$ cat config.mk
export PLATFORM = sky130hd
export DESIGN_NAME = http_request_header_parser_top
export DESIGN_NICKNAME = d
export VERILOG_FILES = /design/src/hw/rtl/hrhp_pkg.sv /design/src/hw/rtl/http_request_header_parser_top.sv /design/src/hw/rtl/hrhp_res_q.sv
export SDC_FILE = /design/constraint.sdc
export NUM_CORES = 1
export LEC_CHECK = 0
export BUFFER_PORTS_ARGS = -buffer_cell sky130_fd_sc_hd__buf_2
export CAP_MARGIN = 10
export CORE_MARGIN = 5
export CORE_UTILIZATION = 35
export CTS_CLUSTER_DIAMETER = 60
export DETAILED_ROUTE_END_ITERATION = 10
export SLEW_MARGIN = 30
export SYNTH_ARGS = -nofsm -noshare
export SYNTH_HDL_FRONTEND = slang
export SYNTH_SLANG_ARGS = --single-unit
$ cat constraint.sdc
create_clock -name aclk -period 7.2 [get_ports aclk]
set_clock_uncertainty 0.05 [all_clocks]
set_input_delay 0.36 -clock aclk [delete_from_list [all_inputs] [get_ports aclk]]
set_output_delay 0.36 -clock aclk [all_outputs]
set_load 0.02 [all_outputs]
$ cat src/hw/rtl/hrhp_pkg.sv
`timescale 1ns / 1ps
// ----------------------------------------------------------------------------
// hrhp_pkg
// Shared types, character codes and method tables for the HTTP request
// header parser.
// ----------------------------------------------------------------------------
package hrhp_pkg;

    localparam int MAX_RES = 3;

    localparam logic [7:0] CH_SP    = 8'h20;
    localparam logic [7:0] CH_CR    = 8'h0D;
    localparam logic [7:0] CH_LF    = 8'h0A;
    localparam logic [7:0] CH_COLON = 8'h3A;

    typedef enum logic [3:0] {
        PH_METHOD,
        PH_MSKIP,
        PH_URL,
        PH_VERSION,
        PH_VERSION_CR,
        PH_LINE,
        PH_LINE_CR,
        PH_NAME,
        PH_WS,
        PH_VALUE,
        PH_VALUE_CR
    } phase_t;

    typedef enum logic [2:0] {
        K_METHOD,
        K_URL,
        K_VERSION,
        K_NAME,
        K_VALUE,
        K_HDONE,
        K_RDONE
    } kind_t;

    typedef enum logic [2:0] {
        M_GET,
        M_POST,
        M_PUT,
        M_PATCH,
        M_DELETE
    } meth_t;

    typedef struct packed {
        kind_t      kind;
        logic [7:0] data;
        meth_t      code;
        logic       last;
    } res_t;

    typedef struct packed {
        logic [1:0]               cnt;
        res_t [MAX_RES-1:0]       ent;
    } batch_t;

    // Length of each method name.
    function automatic logic [2:0] meth_len(input logic [2:0] c);
        logic [2:0] r;
        case (c)
            3'(M_GET):    r = 3'd3;
            3'(M_POST):   r = 3'd4;
            3'(M_PUT):    r = 3'd3;
            3'(M_PATCH):  r = 3'd5;
            3'(M_DELETE): r = 3'd6;
            default:      r = 3'd0;
        endcase
        return r;
    endfunction

    // Character at position pos of method c; zero past the end.
    function automatic logic [7:0] meth_char(input logic [2:0] c, input logic [3:0] pos);
        logic [7:0] r;
        r = 8'h00;
        case (c)
            3'(M_GET): begin
                case (pos)
                    4'd0:    r = "G";
                    4'd1:    r = "E";
                    4'd2:    r = "T";
                    default: r = 8'h00;
                endcase
            end
            3'(M_POST): begin
                case (pos)
                    4'd0:    r = "P";
                    4'd1:    r = "O";
                    4'd2:    r = "S";
                    4'd3:    r = "T";
                    default: r = 8'h00;
                endcase
            end
            3'(M_PUT): begin
                case (pos)
                    4'd0:    r = "P";
                    4'd1:    r = "U";
                    4'd2:    r = "T";
                    default: r = 8'h00;
                endcase
            end
            3'(M_PATCH): begin
                case (pos)
                    4'd0:    r = "P";
                    4'd1:    r = "A";
                    4'd2:    r = "T";
                    4'd3:    r = "C";
                    4'd4:    r = "H";
                    default: r = 8'h00;
                endcase
            end
            3'(M_DELETE): begin
                case (pos)
                    4'd0:    r = "D";
                    4'd1:    r = "E";
                    4'd2:    r = "L";
                    4'd3:    r = "E";
                    4'd4:    r = "T";
                    4'd5:    r = "E";
                    default: r = 8'h00;
                endcase
            end
            default: r = 8'h00;
        endcase
        return r;
    endfunction

    // Drop candidates that cannot match byte b at position pos.
    function automatic logic [4:0] meth_match(input logic [4:0] cand, input logic [3:0] pos,
                                              input logic [7:0] b);
        logic [4:0] r;
        r = cand;
        for (int c = 0; c < 5; c++) begin
            if ({1'b0, pos} >= {2'b00, meth_len(3'(c))} || meth_char(3'(c), pos) != b) begin
                r[c] = 1'b0;
            end
        end
        return r;
    endfunction

    // Lowest surviving candidate whose length equals len; GET when none.
    function automatic meth_t meth_pick(input logic [4:0] cand, input logic [3:0] len);
        meth_t r;
        r = M_GET;
        for (int c = 4; c >= 0; c--) begin
            if (cand[c] && {1'b0, meth_len(3'(c))} == len) begin
                r = meth_t'(3'(c));
            end
        end
        return r;
    endfunction

endpackage

$ cat src/hw/rtl/http_request_header_parser_top.sv
`timescale 1ns / 1ps
// ----------------------------------------------------------------------------
// http_request_header_parser_top
// Streaming HTTP request header parser: one request byte per transfer in,
// tagged method, URL, version, header and done results out.
// ----------------------------------------------------------------------------
//  Channel  Dir  Handshake          Payload
//  s_       in   s_valid/s_ready    s_in_byte[7:0], s_is_final
//  m_       out  m_valid/m_ready    m_kind[2:0], m_data_byte[7:0],
//                                   m_method_code[2:0], m_run_end
//
//  A byte is parsed in the cycle it is taken; its results (zero to three)
//  appear on m_ from the next cycle, one per cycle while m_ready is high.
//  Sustained rate is one byte per cycle while each byte makes at most one
//  result and m_ready stays high; a byte making several results holds the
//  result port until all have left, and s_ready stays low until the result
//  queue is empty or its last result leaves in that cycle.
//  aresetn (synchronous) returns the parser to the method phase and empties
//  the result queue.
// ----------------------------------------------------------------------------
module http_request_header_parser_top
    import hrhp_pkg::*;
#(
    parameter int METHOD_CAPACITY = 16,
    parameter int VERSION_LIMIT   = 16,
    parameter int NAME_LIMIT      = 64,
    parameter int VALUE_LIMIT     = 256
)
(
    input  logic       aclk,
    input  logic       aresetn,
    input  logic       s_valid,
    output logic       s_ready,
    input  logic [7:0] s_in_byte,
    input  logic       s_is_final,
    output logic       m_valid,
    input  logic       m_ready,
    output logic [2:0] m_kind,
    output logic [7:0] m_data_byte,
    output logic [2:0] m_method_code,
    output logic       m_run_end
);

    localparam int MLEN_W = $clog2(METHOD_CAPACITY);
    localparam int FMAX_A = (VERSION_LIMIT > NAME_LIMIT) ? VERSION_LIMIT : NAME_LIMIT;
    localparam int FMAX   = (FMAX_A > VALUE_LIMIT) ? FMAX_A : VALUE_LIMIT;
    localparam int FLEN_W = $clog2(FMAX);

    localparam logic [MLEN_W-1:0] MLEN_END = MLEN_W'(METHOD_CAPACITY - 1);
    localparam logic [FLEN_W-1:0] VER_MAX  = FLEN_W'(VERSION_LIMIT - 1);
    localparam logic [FLEN_W-1:0] NAME_MAX = FLEN_W'(NAME_LIMIT - 1);
    localparam logic [FLEN_W-1:0] VAL_MAX  = FLEN_W'(VALUE_LIMIT - 1);

    phase_t            phase_reg,  phase_next;
    logic [4:0]        cand_reg,   cand_next;
    logic [MLEN_W-1:0] mlen_reg,   mlen_next;
    logic [FLEN_W-1:0] flen_reg,   flen_next;
    logic              fin_reg,    fin_next;

    logic   s_xfer;
    logic   room;
    batch_t batch;
    res_t   head;

    assign s_ready = room;
    assign s_xfer  = s_valid && s_ready;

    // ------------------------------------------------------------------
    // Per-byte parse: resolve the phase chain and collect results.
    // ------------------------------------------------------------------
    always_comb begin
        phase_t            ph;
        logic [4:0]        cand;
        logic [MLEN_W-1:0] mlen;
        logic [FLEN_W-1:0] flen;
        logic              rf;
        logic              go;
        logic [1:0]        n;
        logic [7:0]        b;
        logic              crlf;

        ph    = phase_reg;
        cand  = cand_reg;
        mlen  = mlen_reg;
        flen  = flen_reg;
        rf    = fin_reg;
        go    = 1'b0;
        n     = 2'd0;
        b     = s_in_byte;
        crlf  = (b == CH_CR) || (b == CH_LF);
        batch = '0;

        if (!fin_reg) begin
            go = 1'b1;
            // a byte passes through at most four phases
            for (int i = 0; i < 4; i++) begin
                if (go) begin
                    go = 1'b0;
                    case (ph)
                        PH_METHOD: begin
                            if (b == CH_SP) begin
                                batch.ent[n] = '{K_METHOD, 8'h00,
                                                 meth_pick(cand, 4'(mlen)), 1'b0};
                                n  = n + 2'd1;
                                ph = PH_URL;
                            end else begin
                                cand = meth_match(cand, 4'(mlen), b);
                                mlen = mlen + 1'b1;
                                if (mlen >= MLEN_END) begin
                                    batch.ent[n] = '{K_METHOD, 8'h00,
                                                     meth_pick(cand, 4'(mlen)), 1'b0};
                                    n  = n + 2'd1;
                                    ph = PH_MSKIP;
                                end
                            end
                        end
                        PH_MSKIP: begin
                            ph = PH_URL;
                        end
                        PH_URL: begin
                            if (b == CH_SP || crlf) begin
                                ph   = PH_VERSION;
                                flen = '0;
                            end else begin
                                batch.ent[n] = '{K_URL, b, M_GET, 1'b0};
                                n = n + 2'd1;
                            end
                        end
                        PH_VERSION: begin
                            if (b == CH_CR) begin
                                ph = PH_VERSION_CR;
                            end else if (b == CH_LF) begin
                                ph = PH_LINE;
                            end else if (flen < VER_MAX) begin
                                batch.ent[n] = '{K_VERSION, b, M_GET, 1'b0};
                                n    = n + 2'd1;
                                flen = flen + 1'b1;
                            end
                        end
                        PH_VERSION_CR, PH_VALUE_CR: begin
                            ph = PH_LINE;
                            go = (b != CH_LF);
                        end
                        PH_LINE: begin
                            if (b == CH_CR) begin
                                ph = PH_LINE_CR;
                            end else begin
                                ph   = PH_NAME;
                                flen = '0;
                                go   = 1'b1;
                            end
                        end
                        PH_LINE_CR: begin
                            if (b == CH_LF) begin
                                batch.ent[n] = '{K_RDONE, 8'h00, M_GET, 1'b0};
                                n  = n + 2'd1;
                                rf = 1'b1;
                            end else begin
                                ph = PH_WS;
                                go = 1'b1;
                            end
                        end
                        PH_NAME: begin
                            if (b == CH_COLON) begin
                                ph = PH_WS;
                            end else if (crlf) begin
                                ph = PH_WS;
                                go = 1'b1;
                            end else if (flen < NAME_MAX) begin
                                batch.ent[n] = '{K_NAME, b, M_GET, 1'b0};
                                n    = n + 2'd1;
                                flen = flen + 1'b1;
                            end
                        end
                        PH_WS: begin
                            if (!(b == CH_SP || crlf)) begin
                                ph   = PH_VALUE;
                                flen = '0;
                                go   = 1'b1;
                            end
                        end
                        PH_VALUE: begin
                            if (crlf) begin
                                batch.ent[n] = '{K_HDONE, 8'h00, M_GET, 1'b0};
                                n  = n + 2'd1;
                                ph = (b == CH_CR) ? PH_VALUE_CR : PH_LINE;
                            end else if (flen < VAL_MAX) begin
                                batch.ent[n] = '{K_VALUE, b, M_GET, 1'b0};
                                n    = n + 2'd1;
                                flen = flen + 1'b1;
                            end
                        end
                        default: begin
                            ph = PH_METHOD;
                        end
                    endcase
                end
            end

            // Close out whatever is open at the last byte.
            if (s_is_final && !rf) begin
                if (ph == PH_METHOD) begin
                    batch.ent[n] = '{K_METHOD, 8'h00, meth_pick(cand, 4'(mlen)), 1'b0};
                    n = n + 2'd1;
                end
                if (ph == PH_NAME || ph == PH_WS || ph == PH_VALUE || ph == PH_LINE_CR) begin
                    batch.ent[n] = '{K_HDONE, 8'h00, M_GET, 1'b0};
                    n = n + 2'd1;
                end
                batch.ent[n] = '{K_RDONE, 8'h00, M_GET, 1'b0};
                n = n + 2'd1;
            end
        end

        if (n != 2'd0) begin
            batch.ent[n - 2'd1].last = 1'b1;
        end
        batch.cnt = n;

        if (s_is_final) begin
            phase_next = PH_METHOD;
            cand_next  = 5'h1F;
            mlen_next  = '0;
            flen_next  = '0;
            fin_next   = 1'b0;
        end else begin
            phase_next = ph;
            cand_next  = cand;
            mlen_next  = mlen;
            flen_next  = flen;
            fin_next   = rf;
        end
    end

    always_ff @(posedge aclk) begin
        if (!aresetn) begin
            phase_reg <= PH_METHOD;
            cand_reg  <= 5'h1F;
            mlen_reg  <= '0;
            flen_reg  <= '0;
            fin_reg   <= 1'b0;
        end else if (s_xfer) begin
            phase_reg <= phase_next;
            cand_reg  <= cand_next;
            mlen_reg  <= mlen_next;
            flen_reg  <= flen_next;
            fin_reg   <= fin_next;
        end
    end

    hrhp_res_q u_res_q (
        .aclk    (aclk),
        .aresetn (aresetn),
        .load    (s_xfer),
        .batch   (batch),
        .room    (room),
        .m_valid (m_valid),
        .m_ready (m_ready),
        .head    (head)
    );

    assign m_kind        = head.kind;
    assign m_data_byte   = head.data;
    assign m_method_code = head.code;
    assign m_run_end     = head.last;

endmodule

$ cat src/hw/rtl/hrhp_res_q.sv
`timescale 1ns / 1ps
// ----------------------------------------------------------------------------
// hrhp_res_q
// Result queue: holds the results of one input byte and hands them out one
// transfer at a time, head first.
// ----------------------------------------------------------------------------
module hrhp_res_q
    import hrhp_pkg::*;
(
    input  logic   aclk,
    input  logic   aresetn,
    input  logic   load,
    input  batch_t batch,
    output logic   room,
    output logic   m_valid,
    input  logic   m_ready,
    output res_t   head
);

    res_t [MAX_RES-1:0] ent_reg;
    logic [1:0]         cnt_reg;
    logic               pop;

    assign pop     = m_valid && m_ready;
    assign m_valid = (cnt_reg != 2'd0);
    assign head    = ent_reg[0];
    // Free when empty, or once the last queued result leaves in this cycle.
    assign room    = (cnt_reg == 2'd0) || (cnt_reg == 2'd1 && m_ready);

    always_ff @(posedge aclk) begin
        if (!aresetn) begin
            cnt_reg <= 2'd0;
        end else if (load) begin
            cnt_reg <= batch.cnt;
        end else if (pop) begin
            cnt_reg <= cnt_reg - 2'd1;
        end
    end

    always_ff @(posedge aclk) begin
        if (load) begin
            ent_reg <= batch.ent;
        end else if (pop) begin
            // advance the queue by one entry
            for (int i = 0; i < MAX_RES - 1; i++) begin
                ent_reg[i] <= ent_reg[i+1];
            end
        end
    end

endmodule

# Yosys cells after proc, flatten, opt, wreduce, memory -nomap -nowiden
# Cells that the tools add are included.
# word_totals
ff_bits	69
wordCells	1130
out_inout_bits	17
inputBits	13
# op_classes
n_eq_ne	127
muxes	794
order_cmp	46
reduce_logical	105
bitwise_logic	24
addsub	16
# op_table
cell	n
45-bit two-way mux	51
8-bit two-way mux	127
45-bit bitwise mux	20
45-bit one-hot mux with 6 select lines	3
3-bit two-way mux	259
39-bit NOT	8
4-bit two-way mux	69
39-bit AND	6
7-bit one-hot mux with 4 select lines	8
15-bit demux with 2-bit select	7
8-bit one-hot mux with 6 select lines	4
7-bit one-hot mux with 3 select lines	8
8-bit inequality test	20
4-bit one-hot mux with 10 select lines	4
15-bit two-way mux	10
3-bit by 4-bit equality test with 1-bit output	36
7-bit one-hot mux with 5 select lines	4
1-bit two-way mux	133
2-bit two-way mux	53
4-bit by 3-bit equality test with 1-bit output, second input constant	26
15-bit one-hot mux with 6 select lines	1
5-bit two-way mux	17
14-bit two-way mux	6
13-bit by 39-bit AND with 39-bit output	2
35 further kinds	230

# Longest topological paths before layout
# Gate-level depths: netlist of run 1.
# logic_depth
word_depth	69
ltp_mapped	37
ltp_nobuf	36

# Cells and area by module
# Synthesis of run 1 repeated with hierarchy kept, for this count alone.
# hier_totals
cells_unflattened	854
hier_area_um2	6980.4
# by_module_without_submodules
mod	cells_each	area_per_inst_um2	seq_area_each_um2	instances
http_request_header_parser_top	741	4855.9	440.4	1
hrhp_res_q	113	2124.5	1391.3	1

# Worst setup path after synthesis of run 1
# No wires, ideal clock.
# synth_timing
kind	input to register
start	in s_in_byte[7]
end	reg u_res_q.ent_reg, in the netlist u_res_q.head[11] (data pin)
path_stages	32
path_buffers	2
setup_ns	0.132
t_arrival_ns	6.419
slack_ns	0.599
required_ns	7.018
cell_sequence	buf_6 > or4_4 > o31ai_4 > o31a_1 > buf_4 > and4b_1 > nand4_2 > nand3_1 > mux2_2 > ha_1 > nand4_1 > and2_1 > a31oi_1 > a32oi_1 > inv_1 > ha_1 > nand2_1 > nor4_1 > o21ai_1 > nor4b_2 > nor2_1 > ha_1 > o21ai_0 > ha_1 > inv_1 > a21oi_1 > ha_1 > a21oi_1 > o21ai_0 > nand2b_1 > a21oi_1 > a22o_1
# synth_between
elab_chain_cells	46
elab_cells_between_ends	400
classes_between	add/sub (12); order compare (24); eq/ne (39); mux (288); bitwise (16); reduce/logical (21)
# synth_lines
item	line	source
from (decl)	http_request_header_parser_top.sv:34	input logic [7:0] s_in_byte,
8-bit by 4-bit equality test with 1-bit output, on equally long branches	n/a	
1-bit logical OR	http_request_header_parser_top.sv:90	crlf = (b == CH_CR) || (b == CH_LF);
8-bit two-way mux, or another cell as far along	http_request_header_parser_top.sv:166	end else if (crlf) begin
8-bit two-way mux, or another cell as far along	http_request_header_parser_top.sv:164	if (b == CH_COLON) begin
8-bit one-hot mux with 6 select lines or 1-bit one-hot mux with 6 select lines (tied branches)	http_request_header_parser_top.sv:99	case (ph)
8-bit two-way mux or 2-bit two-way mux (tied branches)	http_request_header_parser_top.sv:93	if (!fin_reg) begin
8-bit by 1-bit adder with 8-bit output, or another cell as far along	http_request_header_parser_top.sv:137, http_request_header_parser_top.sv:172, http_request_header_parser_top.sv:190	
8-bit two-way mux, or another cell as far along	http_request_header_parser_top.sv:169	end else if (flen < NAME_MAX) begin
[... 30 more ...]	n/a	
15-bit demux with 2-bit select or 45-bit two-way mux (tied branches)	http_request_header_parser_top.sv:210, http_request_header_parser_top.sv:201	
39-bit NOT (no source line) or 45-bit two-way mux (tied branches)	n/a	
39-bit AND (no source line)	n/a	
45-bit two-way mux	http_request_header_parser_top.sv:201	if (s_is_final && !rf) begin
45-bit two-way mux	http_request_header_parser_top.sv:93	
45-bit bitwise mux	http_request_header_parser_top.sv:216	batch.ent[n - 2'd1].last = 1'b1;
45-bit two-way mux *	http_request_header_parser_top.sv:215	if (n != 2'd0) begin
30-bit two-way mux *	hrhp_res_q.sv:41	if (load) begin
to (signal assigned)	hrhp_res_q.sv:42	ent_reg <= batch.ent;
to (signal, indexed assignment)	hrhp_res_q.sv:46	ent_reg[i] <= ent_reg[i+1];
to (decl)	hrhp_res_q.sv:20	res_t [MAX_RES-1:0] ent_reg;
# Every way passes the cells marked *; elsewhere a longest branch is shown, timed or not. The select of a mux whose other input is x is not followed.
# A chain may end at the register's enable or synchronous reset.

# Final worst setup path of run 1
# layout_timing
start	reg flen_reg[1]
end	reg u_res_q.ent_reg, in the netlist u_res_q.head[6] (data pin)
# layout_between
elab_chain_cells	46
elab_cells_between_ends	259
classes_between	add/sub (10); order compare (24); mux (202); bitwise (16); reduce/logical (7)
# layout_lines
item	line	source
from (decl)	http_request_header_parser_top.sv:57	logic [FLEN_W-1:0] flen_reg, flen_next;
from (signal assigned)	http_request_header_parser_top.sv:246	flen_reg <= flen_next;
8-bit by 1-bit adder with 8-bit output, or another cell as far along	http_request_header_parser_top.sv:137, http_request_header_parser_top.sv:172, http_request_header_parser_top.sv:190	
8-bit two-way mux, or another cell as far along	http_request_header_parser_top.sv:169	
8-bit two-way mux, or another cell as far along	http_request_header_parser_top.sv:166	
8-bit two-way mux, or another cell as far along	http_request_header_parser_top.sv:164	
8-bit one-hot mux with 6 select lines or 1-bit one-hot mux with 6 select lines (tied branches)	http_request_header_parser_top.sv:99	
8-bit two-way mux or 2-bit two-way mux (tied branches)	http_request_header_parser_top.sv:93	
8-bit by 1-bit adder with 8-bit output, or another cell as far along	http_request_header_parser_top.sv:137, http_request_header_parser_top.sv:172, http_request_header_parser_top.sv:190	
8-bit two-way mux, or another cell as far along	http_request_header_parser_top.sv:169	
[... 30 more ...]	n/a	
15-bit demux with 2-bit select or 45-bit two-way mux (tied branches)	http_request_header_parser_top.sv:210, http_request_header_parser_top.sv:201	
39-bit NOT (no source line) or 45-bit two-way mux (tied branches)	n/a	
39-bit AND (no source line)	n/a	
45-bit two-way mux	http_request_header_parser_top.sv:201	
45-bit two-way mux	http_request_header_parser_top.sv:93	
45-bit bitwise mux	http_request_header_parser_top.sv:216	
45-bit two-way mux *	http_request_header_parser_top.sv:215	
30-bit two-way mux *	hrhp_res_q.sv:41	
# Marked as above.

==> results of run 1 <==
stage by stage:
step                cells  utilization (%)
floorplan             849                -
global placement     1112             38.7
detailed placement   1112             38.7
CTS                  1128             40.5
global route         1131             41.0
finish               1131             41.0
final timing paths:
kind	endpoint	cells past startpoint	slack, ns
worst max-delay path	u_res_q.head[6]$_DFFE_PP_	30	0.46
worst min-delay path	u_res_q.cnt_reg[1]$_SDFFE_PN0P_	3	0.22
worst max register to register	u_res_q.head[6]$_DFFE_PP_	30	0.46
worst min register to register	cand_reg[2]$_SDFFE_PN1P_	2	0.43
placed cells by master (no fill, tap or decap), types with 21 or more instances in the layout:
cell type | Yosys | final
a21oi_1 | 53 | 51
a22o_1 | 22 | 22
buf_2 | 11 | 29
buf_4 | 15 | 71
dfxtp_1 | 24 | 21
edfxtp_1 | 45 | 45
ha_1 | 31 | 30
inv_1 | 38 | 38
nand2_1 | 95 | 95
nand3_1 | 30 | 30
nor2_1 | 76 | 76
nor3_1 | 26 | 26
o21ai_0 | 53 | 52
metal layers:
| layer | track usage [%] | part of all wire [%] |
|---|---|---|
| met5 | 0 | 0 |
| met4 | 6.10 | 2.9 |
| met3 | 3.10 | 7.0 |
| met2 | 32.2 | 46 |
| met1 | 27.2 | 44 |
area by class of cell:
type	count	area [um^2]
sequential	69	1840
tap	234	293
timing repair buffer	100	678
clock buffer	9	225
clock inverter	7	105
multi-input combinational	672	4380
inverter	40	150
fill	1891	11000
cell families (layout without fill, tap and decap cells):
kind of cell | after synthesis | in the layout | share of synthesized area [%]
AOI/OAI and AO/OA | 279 | 279 | 29.3
buffers and inverters | 108 | 156 | 7.60
and+or+nand+nor | 335 | 335 | 26.1
DFF | 69 | 69 | 27.5
adders and majority gates | 31 | 31 | 5.83
xor gates and xnor gates | 23 | 23 | 3.03
muxes | 4 | 4 | 0.658
worst register-to-register path: cells and delay by family (launching register included):
family | cells | cell delay, ns
AOI/OAI and AO/OA | 15 | 2.95
adders and majority gates | 5 | 1.25
buffers and inverters | 2 | 0.21
DFF | 1 | 0.46
and+or+nand+nor | 8 | 1.56
power groups by stage:
stage          clock network (uW)  logic, uW  registers (uW)
6_report                      502        270             519
4_1_cts                       505        270             520
3_3_place_gp                    0        265             528
3_5_place_dp                    0        269             528
5_1_grt                       525        295             525
2_1_floorplan                   0        210             523
timing repair:
item,CTS,global route
endpoints found under the setup margin,0,39
setup buffers,0,3
gates resized for setup,0,19
hold buffers,0,0
==> results by group, run 1 <==
Synth
  – Synth Cell Area: 6650 um^2
  – Ys Warns: 0
  – Area fraction of the dominant cell type after synthesis: around a fifth
  – Dominant cell type by area after synthesis: edfxtp_1
  – Count leader, synth: nand2_1
  – Seq/Total Area, Yosys: roughly 28%
  – Synth Area per Inst: a little under 8 um^2
  – Synth top cells by count: nand2_1 (95), nor2_1 (76), a21oi_1 (53), o21ai_0 (53), edfxtp_1 (45)
  – Post-synth EDFFs: 45
  – Flops & latches, synth: 69
  – Synth top area cells: edfxtp_1 (20%), dfxtp_1 (7.2%), ha_1 (5.8%)
  – Library cells used by synthesis: 87
  – Ys flop type: edfxtp_1
  – Async SR Flop Fraction: 0%
  – Syn Inst Count: around 850
  – Syn_nets: just under 900

Route
  – Via count: between 6000 and 7000
  – DRC errors left: 0
  – Vias/cell: ~6.0
  – Post-route ant nets: 0
  – Final wirelength: approximately 22000 um
  – Initial DRT Pass Iterations: 6
  – Post-DR wirelength/cell: 19.8 um
  – Initial drt markers: roughly 580

Critical path
  – CP arrival: 6.78 ns
  – WS Path Type: flop to flop
  – Cell family with most CP delay: compound AO/OA/AOI/OAI gates
  – Crit-path max cell delay: 0.46 ns
  – Crit. End Element: flop
  – Worst Path Max Fanout: 9
  – CP dominant cell by count: ha_1
  – Bufs and invs on worst path: 2
  – CP max stage cell: dfxtp_1
  – Critical Path Start Type: flop
  – CP Data Required Time: about 7.2 ns
  – CP Launch Point: flen_reg[1]$_SDFFE_PN0P_
  – RR Startpoint: flen_reg[1]$_SDFFE_PN0P_

Final layout
  – Nets: between 900 and 1000
  – Share of cells above drive strength 1: approximately 18%
  – Max reg flops: 30
  – Final Cell Area: ~7700 um^2
  – N_diodes: 0
  – Area Overhead vs Synth: 15.3%

Floorplanning
  – Die W: about 150 um
  – Starting density of the core: between 30% and 40%
  – # IOs: 30
  – Die area: between 20000 and 25000 um^2
  – Cell Rows: 50
  – Vert. Die Dim: 148 um
  – Core area: around 19000 um^2

Global routing
  – First-pass GRT wire length: ~35000 um
  – Largest net degree at the start of global routing: 35
  – Total gr overflow: 0
  – Initial antenna violation count: 0
  – Global Route Usage Sum: about a fifth
  – Vias in the first global route: roughly 6400

Power
  – Total power: between 1000 and 1500 uW
  – Sw Share: between 30% and 40%
  – Flop pwr share: about two fifths
  – Psw: slightly below 400 uW
  – Worst IR Drop VDD: roughly 0.00011 V
  – Combinational power share: a little over a fifth
  – Power share of the clock group: 38.9%
  – Pwr/cell area: 168 nW/um^2
  – Pleak: roughly 0.003 uW
  – Int Power: 900 uW

Timing
  – Final Cycle Share: slightly above 90%
  – Final Max Slew Viols: 0
  – Slew HR: 36.5%
  – Fin Setup TNS: 0 ns
  – Final Hold Viols: 0
  – Min Tclk post-route: between 6 and 7 ns
  – # setup viols final: 0
  – F_max: 148 MHz
  – Worst hold slack: roughly 0.22 ns
  – Pin slew with the least headroom to its limit: between 0.9 and 1 ns
  – Final Worst Setup Slack: between 0.4 and 0.5 ns
  – RSZ-0062 raised after global routing: false

Clock network
  – Bufs on Longest Clock Path: 2
  – Num CTS Buffers: 9
  – Clock transition at the registers of the reported paths: about 0.06 ns
  – Clock latency on the worst-skew pair: ~0.35 ns
  – CTS H-Tree Depth: 3
  – CTS sink count: 69
  – TritonCTS clock tree: yes
  – Clk root buf: clkbuf_16

Place
  – Post-DP HPWL: between 15000 and 20000 um
  – Port bufs: 29
  – RePlAce Congestion: 0.941
  – Cell area after placement: between 7000 and 8000 um^2
  – Post-Place Worst Slack: 0.131 ns

Flow run
  – Max Cap Violations: 0

Min path
  – Hold path startpoint: aresetn
  – Hold WC Path Type: input pin to flop

Status
  – Outcome: finished clean
(Power assumes the default switching activity.)
==> run 2, diff against run 1 <==
Settings changed: CORE_UTILIZATION 35 to 40.
==> run 2 against run 1 <==
Effect of this change:
- combinational power barely moved
- clock power rose by 0.8%
- worst hold slack got worse by 0.0031 ns
- die area shrank 12%
- final cell count fell by 1.9%
- critical endpoint is now u_res_q.ent_reg[37]$_SDFFCE_PP0P_
- first-iteration DRC count up 34%
- sequential power is essentially flat
- wire length fell by 1.8%
- flip-flop and latch count unchanged
==> results by group, run 2 (synthesis results as in run 1) <==
Min path
  – WHS Endpoint: u_res_q.cnt_reg[1]$_SDFFE_PN0P_ (unchanged)
  – Hold path startpoint: aresetn (unchanged)
  – Hold Path Depth: 3 (unchanged)
  – Hold WC Path Type: input pin to flop (unchanged)

Timing
  – Min Tclk post-route: 6.78 ns (was 6.74 ns)
  – Final Cycle Share: 94.2% (was 93.6%)
  – # setup viols final: 0 (unchanged)
  – Final Hold Viols: 0 (unchanged)
  – Slew HR: 29.0% (was 36.5%)
  – Fin Setup TNS: 0 ns (unchanged)
  – Final Max Slew Viols: 0 (unchanged)
  – F_max: 147 MHz (was 148 MHz)
  – Pin slew with the least headroom to its limit: 1.06 ns (was 0.949 ns)
  – Final Worst Setup Slack: 0.416 ns (was 0.463 ns)

Final layout
  – Most frequent cells in the layout: nand2_1 (95), nor2_1 (74), buf_4 (63) (was nand2_1 (95), nor2_1 (76), buf_4 (71))
  – Max reg flops: 30 (unchanged)
  – N_diodes: 0 (unchanged)
  – Nets: 928 (was 936)
  – Final cell count without fillers: 1109 (was 1131)
  – Final Cell Area: 7630 um^2 (was 7670 um^2)
  – Final Util: 46.4% (was 41.0%)
  – Share of cells above drive strength 1: 17.8% (was 17.6%)
  – Area Overhead vs Synth: 14.7% (was 15.3%)
  – Most common cell after layout, fill and taps aside: nand2_1 (unchanged)

Critical path
  – Crit. End Element: flop (unchanged)
  – CP Data Required Time: 7.25 ns (was 7.24 ns)
  – Cells on worst reg2reg path: 32 (was 30)
  – Worst Path Max Fanout: 5 (was 9)
  – Critical Path Start Type: input pin (was flop)
  – Worst R2R Setup Slack: 0.42 ns (was 0.46 ns)
  – Worst r2r dst: u_res_q.ent_reg[37]$_SDFFCE_PP0P_ (was u_res_q.head[6]$_DFFE_PP_)
  – CP arrival: 6.83 ns (was 6.78 ns)
  – CP dominant cell by count: ha_1 (unchanged)
  – CP max stage cell: or4_4 (was dfxtp_1)
  – WS Path Type: input pin to flop (was flop to flop)
  – Crit-path max cell delay: 0.58 ns (was 0.46 ns)
  – RR Startpoint: phase_reg[1]$_SDFFE_PN0P_ (was flen_reg[1]$_SDFFE_PN0P_)

Place
  – Post-Place Worst Slack: -0.158 ns (was 0.131 ns)
  – Port bufs: 29 (unchanged)
  – Post-DP HPWL: 16700 um (was 17100 um)
  – Post-Place Cells: 1092 (was 1112)
  – RePlAce Congestion: 1.00 (was 0.941)
  – Cell area after placement: 7180 um^2 (was 7250 um^2)

Route
  – Via count: 6914 (was 6830)
  – Initial DRT Pass Iterations: 5 (was 6)
  – Initial drt markers: 773 (was 577)
  – Final wirelength: 22000 um (was 22400 um)
  – Post-DR wirelength/cell: 19.8 um (about the same)
  – Metal1 wirelength: 9550 um (was 9810 um)
  – DRC errors left: 0 (unchanged)
  – Highest routed metal layer: met4 (unchanged)
  – WL met2: 9920 um (was 10300 um)
  – Post-route ant nets: 0 (unchanged)
  – Met3 Wirelength: 1590 um (was 1560 um)
  – Vias/cell: 6.23 (was 6.04)

Flow run
  – Max Cap Violations: 0 (unchanged)

Status
  – Outcome: finished clean (unchanged)

Clock network
  – Clock latency on the worst-skew pair: 0.35 ns (about the same)
  – Post-CTS Hold Fix Bufs: 0 (unchanged)
  – Num CTS Buffers: 9 (unchanged)
  – Clock transition at the registers of the reported paths: 0.06 ns (about the same)
  – CTS H-Tree Depth: 3 (unchanged)
  – Bufs on Longest Clock Path: 2 (unchanged)
  – TritonCTS clock tree: yes (unchanged)
  – CTS sink count: 69 (unchanged)
  – Clk root buf: clkbuf_16 (unchanged)

Global routing
  – Total gr overflow: 0 (unchanged)
  – Global Route Usage Sum: 22.3% (was 19.8%)
  – First-pass GRT wire length: 35000 um (was 34800 um)
  – Vias in the first global route: 6292 (was 6364)
  – Largest net degree at the start of global routing: 35 (unchanged)
  – Initial antenna violation count: 0 (unchanged)

Floorplanning
  – Die area: 19300 um^2 (was 21900 um^2)
  – Die W: 139 um (was 148 um)
  – Cell Rows: 47 (was 50)
  – Vert. Die Dim: 139 um (was 148 um)
  – # IOs: 30 (unchanged)
  – Starting density of the core: 40.4% (was 35.6%)
  – Core area: 16500 um^2 (was 18700 um^2)

Power
  – Worst IR Drop VDD: 0.000115 V (was 0.000114 V)
  – Pleak: 0.00294 uW (was 0.00296 uW)
  – Pwr/cell area: 170 nW/um^2 (was 168 nW/um^2)
## run 2: cell count changes in the layout (fill, tap and decap cells not counted), sizes merged
cell / before / now
clkbuf: 9 / 10
buf: 100 / 91
## run 2: worst max path at each step
stage | start | to | slack [ns] | cells after the start
6_report | s_in_byte[6] | u_res_q.ent_reg[37]$_SDFFCE_PP0P_ | 0.42 | 34
5_1_grt | s_in_byte[0] | u_res_q.ent_reg[35]$_SDFFCE_PP0P_ | -0.03 | 37
4_1_cts | phase_reg[2]$_SDFFE_PN0P_ | u_res_q.ent_reg[37]$_SDFFCE_PP0P_ | 0.07 | 32
3_5_place_dp | s_in_byte[0] | u_res_q.ent_reg[34]$_SDFFCE_PP0P_ | -0.16 | 34
3_3_place_gp | s_in_byte[0] | u_res_q.head[11]$_DFFE_PP_ | 0.01 | 33
2_1_floorplan | s_in_byte[7] | u_res_q.head[11]$_DFFE_PP_ | 0.60 | 32
## run 2: area by class of cell
class,count,area (um^2)
Clock buffer,9,225
Clock inverter,7,105
Fill cell,1636,8830
Inverter,40,150
Multi-Input combinational cell,672,4420
Sequential cell,69,1840
Tap cell,220,275
Timing Repair Buffer,92,621
## run 2: what timing repair did
item	CTS	global route
endpoints found under the setup margin	8	42
pin swaps	0	5
gates resized for setup	1	27
setup buffers	0	1
gates cloned	0	0
## run 2: through the flow
stage	power (uW)	hold WS [ns]
after detailed placement	796	0.410
after global placement	793	0.411
after floorplan	733	0.386
after CTS	1300	0.210
final	1300	0.216
after global routing	1350	0.272
## run 2: power by group
part / internal [uW] / total [uW] / switching [uW] / leakage, uW
sequential: 499 / 521 / 21.7 / 0.000651
clock: 310 / 506 / 196 / 0.000159
combinational: 92.2 / 269 / 176 / 0.00213
total: 901 / 1300 / 394 / 0.00294
## run 2: metal layers
layer / up-vias / global-route usage [%]
met5: - / 0
met4: 0 / 8.91
met3: 71 / 3.52
met2: 357 / 35.0
met1: 3229 / 30.6
li1: 3257 / -
## run 2: worst max-delay path, delay by kind of cell
family / cells / cell delay, ns
adders and majority gates: 5 / 1.16
AOI/OAI and AO/OA: 9 / 1.56
muxes: 1 / 0.33
buffers and inverters: 4 / 0.46
and+or+nand+nor: 15 / 2.96
==> run 3, diff against run 2 <==
Settings changed: BUFFER_PORTS_ARGS -buffer_cell sky130_fd_sc_hd__buf_2 to default, DONT_BUFFER_PORTS from default to 1, SYNTH_HIERARCHICAL from default to 1.
==> run 3 against run 2 <==
Effect of this change:
- sequential power grew 7.1%
- core utilization is 2.3 points lower
- total power fell by 5.3%
- setup slack got worse by 0.044 ns
- critical endpoint is now u_res_q/ent_reg[28]$_DFFE_PP_
- highest routed layer unchanged
==> results by group, run 3 <==
Status
  – Outcome: finished clean (unchanged)

Power
  – Pwr/cell area: 161 nW/um^2 (was 170 nW/um^2)
  – Flop pwr share: 45.5% (was 40.2%)
  – Psw: 353 uW (was 394 uW)
  – Int Power: 874 uW (was 901 uW)
  – Worst IR Drop VDD: 0.000123 V (was 0.000115 V)
  – Power share of the clock group: 36.1% (was 39.0%)
  – Combinational power share: 18.4% (was 20.7%)
  – Sw Share: 28.8% (was 30.4%)
  – Pleak: 0.00288 uW (was 0.00294 uW)
  – Total power: 1230 uW (was 1300 uW)

Floorplanning
  – Die W: 142 um (was 139 um)
  – Starting density of the core: 40.5% (was 40.4%)
  – Cell Rows: 48 (was 47)
  – # IOs: 30 (unchanged)
  – Vert. Die Dim: 142 um (was 139 um)
  – Core area: 17200 um^2 (was 16500 um^2)
  – Die area: 20200 um^2 (was 19300 um^2)

Critical path
  – Worst Path Max Fanout: 8 (was 5)
  – RR Startpoint: mlen_reg[1]$_SDFFE_PN0P_ (was phase_reg[1]$_SDFFE_PN0P_)
  – Worst R2R Setup Slack: 0.37 ns (was 0.42 ns)
  – Crit-path max cell delay: 0.48 ns (was 0.58 ns)
  – Cells on worst reg2reg path: 30 (was 32)
  – Crit. End Element: flop (unchanged)
  – Critical Path Start Type: flop (was input pin)
  – Worst r2r dst: u_res_q/ent_reg[28]$_DFFE_PP_ (was u_res_q.ent_reg[37]$_SDFFCE_PP0P_)
  – CP dominant cell by count: ha_1 (unchanged)
  – CP max stage cell: dfxtp_1 (was or4_4)
  – WS Path Type: flop to flop (was input pin to flop)
  – CP Data Required Time: 7.36 ns (was 7.25 ns)
  – CP arrival: 6.99 ns (was 6.83 ns)

Min path
  – WHS Endpoint: u_res_q/cnt_reg[0]$_SDFFE_PN0P_ (was u_res_q.cnt_reg[1]$_SDFFE_PN0P_)
  – Hold Path Depth: 2 (was 3)
  – Hold WC Path Type: input pin to flop (unchanged)
  – Hold path startpoint: aresetn (unchanged)

Final layout
  – Most frequent cells in the layout: nand2_1 (85), nor2_1 (75), a21oi_1 (63) (was nand2_1 (95), nor2_1 (74), buf_4 (63))
  – Number of fill cells: 1694 (was 1636)
  – Final Util: 44.1% (was 46.4%)
  – Share of cells above drive strength 1: 18.0% (was 17.8%)
  – Storage element area: 1840 um^2 (unchanged)
  – Area Overhead vs Synth: 8.93% (was 14.7%)
  – N_diodes: 0 (unchanged)
  – Max reg flops: 30 (unchanged)
  – Nets: 886 (was 928)
  – Most common cell after layout, fill and taps aside: nand2_1 (unchanged)
  – Multi-input gate area: 4640 um^2 (was 4420 um^2)
  – Final cell count without fillers: 1074 (was 1109)

Route
  – Post-DR wirelength/cell: 20.7 um (was 19.8 um)
  – DRC errors left: 0 (unchanged)
  – Vias/cell: 6.33 (was 6.23)
  – Metal1 wirelength: 10000 um (was 9550 um)
  – Via count: 6798 (was 6914)
  – Met3 Wirelength: 2120 um (was 1590 um)
  – WL met2: 9530 um (was 9920 um)
  – Highest routed metal layer: met4 (unchanged)
  – Post-route ant nets: 0 (unchanged)
  – Initial DRT Pass Iterations: 6 (was 5)
  – Final wirelength: 22200 um (was 22000 um)
  – Initial drt markers: 814 (was 773)

Place
  – RePlAce Congestion: 0.950 (was 1.00)
  – Port bufs: 0 (was 29)
  – Post-Place Cells: 1055 (was 1092)
  – Post-DP HPWL: 16800 um (was 16700 um)

Timing
  – Final Hold Viols: 0 (unchanged)
  – Min Tclk post-route: 6.83 ns (was 6.78 ns)
  – Slew HR: 42.5% (was 29.0%)
  – # setup viols final: 0 (unchanged)
  – Final Cycle Share: 94.8% (was 94.2%)
  – Fin Setup TNS: 0 ns (unchanged)
  – Final Max Slew Viols: 0 (unchanged)
  – F_max: 146 MHz (was 147 MHz)
  – Pin slew with the least headroom to its limit: 0.855 ns (was 1.06 ns)
  – Worst hold slack: 0.107 ns (was 0.216 ns)

Clock network
  – Clk root buf: clkbuf_16 (unchanged)
  – TritonCTS clock tree: yes (unchanged)
  – Clock latency on the worst-skew pair: 0.34 ns (was 0.35 ns)
  – Bufs on Longest Clock Path: 2 (unchanged)
  – Num CTS Buffers: 9 (unchanged)
  – Clock transition at the registers of the reported paths: 0.06 ns (about the same)
  – CTS sink count: 69 (unchanged)
  – CTS H-Tree Depth: 3 (unchanged)

Synth
  – Ys flop type: edfxtp_1 (unchanged)
  – Library cells used by synthesis: 99 (was 87)
  – Flops & latches, synth: 69 (unchanged)
  – Synth top cells by count: nand2_1 (86), nor2_1 (75), a21oi_1 (64) (was nand2_1 (95), nor2_1 (76), a21oi_1 (53), o21ai_0 (53), edfxtp_1 (45))
  – Ys Warns: 6 (was 0)
  – Syn Inst Count: 854 (was 849)
  – Syn_nets: 896 (was 893)
  – Dominant cell type by area after synthesis: edfxtp_1 (unchanged)
  – Async SR Flop Fraction: 0% (unchanged)
  – Synth Area per Inst: 8.17 um^2 (was 7.84 um^2)
  – Seq/Total Area, Yosys: 26.2% (was 27.5%)
  – Synth Cell Area: 6980 um^2 (was 6650 um^2)
  – Post-synth EDFFs: 45 (unchanged)
  – Count leader, synth: nand2_1 (unchanged)
  – Area fraction of the dominant cell type after synthesis: 19.4% (was 20.3%)
  – Synth top area cells: edfxtp_1 (19%), dfxtp_1 (6.9%), mux2_4 (6.0%) (was edfxtp_1 (20%), dfxtp_1 (7.2%), ha_1 (5.8%))

Flow run
  – Max Cap Violations: 0 (unchanged)

Global routing
  – Global Route Usage Sum: 21.4% (was 22.3%)
  – Total gr overflow: 0 (unchanged)
  – Vias in the first global route: 5993 (was 6292)
  – First-pass GRT wire length: 34200 um (was 35000 um)
  – Initial antenna violation count: 0 (unchanged)
  – Largest net degree at the start of global routing: 34 (was 35)
## run 3: cell count changes in the layout (fill, tap and decap cells not counted), moves of 7 or more
| cell | before | now |
|---|---|---|
| a22o_1 | 22 | 5 |
| buf_2 | 28 | 0 |
| and2_1 | 16 | 24 |
| o21ai_0 | 51 | 41 |
| a21oi_1 | 51 | 63 |
| buf_4 | 63 | 55 |
| mux2_4 | 0 | 28 |
| inv_1 | 38 | 28 |
| and3_1 | 7 | 24 |
| a211oi_1 | 3 | 12 |
| nand2_1 | 95 | 85 |
| nor3_1 | 25 | 18 |
## run 3: critical path: cells and delay by family, from the launching register on
| kind | cells | cell delay (ns) |
|---|---|---|
| AO/OA/AOI/OAI | 11 | 2.82 |
| adder cells (fa/ha/maj) | 7 | 1.70 |
| buffers and inverters | 3 | 0.32 |
| flip-flops | 1 | 0.48 |
| multiplexers | 2 | 0.48 |
| AND/OR/NAND/NOR | 7 | 0.85 |
## run 3: worst max-delay path by stage
stage / from / endpoint / slack [ns]
finish: mlen_reg[1]$_SDFFE_PN0P_ / u_res_q/ent_reg[28]$_DFFE_PP_ / 0.37
global route: phase_reg[0]$_SDFFE_PN0P_ / u_res_q/ent_reg[28]$_DFFE_PP_ / -0.02
CTS: phase_reg[3]$_SDFFE_PN0P_ / u_res_q/ent_reg[23]$_DFFE_PP_ / 0.09
detailed placement: s_in_byte[0] / u_res_q/ent_reg[23]$_DFFE_PP_ / -0.004
global placement: s_in_byte[0] / u_res_q/head[6]$_DFFE_PP_ / 0.25
floorplan: s_in_byte[0] / u_res_q/head[14]$_DFFE_PP_ / 0.26
## run 3: timing repair
action / CTS / global route
hold buffers: 0 / 0
buffers inserted: 0 / 3
pin swaps: 0 / 0
endpoints found under the setup margin: 4 / 36
cloned: 0 / 0
resized for setup: 1 / 20
## run 3: cells by family (layout without fill, tap and decap cells)
group / after synthesis / after routing / synth area share [%]
muxes: 34 / 34 / 7.12
adders and majority gates: 29 / 29 / 5.20
and+or+nand+nor: 330 / 330 / 24.4
DFF: 69 / 69 / 26.2
xor gates and xnor gates: 18 / 18 / 2.26
buffers and inverters: 107 / 102 / 8.05
AOI/OAI and AO/OA: 267 / 267 / 26.7
## run 3: final cells by class
type,instances,share of cell area [%]
timing repair buffer,55,5.43
clock inverter,4,0.378
tap,225,3.70
inverter,31,1.58
sequential,69,24.2
clock buffer,12,3.65
multi-input combinational,678,61.1
## run 3: metal layers
layer,up-vias,track usage [%]
met5,-,0
met4,0,5.86
met3,41,4.84
met2,353,31.7
met1,3222,31.2
li1,3182,-
## run 3: through the flow
step                cell area, um^2  worst slack [ns]
global placement               7210             0.251
global route                   7600           -0.0180
detailed placement             7210          -0.00388
CTS                            7520            0.0927
finish                         7600             0.372
floorplan                      6980             0.260
## run 3: power by group through the flow
stage	registers, uW	logic (uW)	clock network (uW)
2_1_floorplan	524	259	0
3_3_place_gp	567	223	0
3_5_place_dp	568	224	0
4_1_cts	560	224	457
5_1_grt	565	245	472
6_report	558	226	443
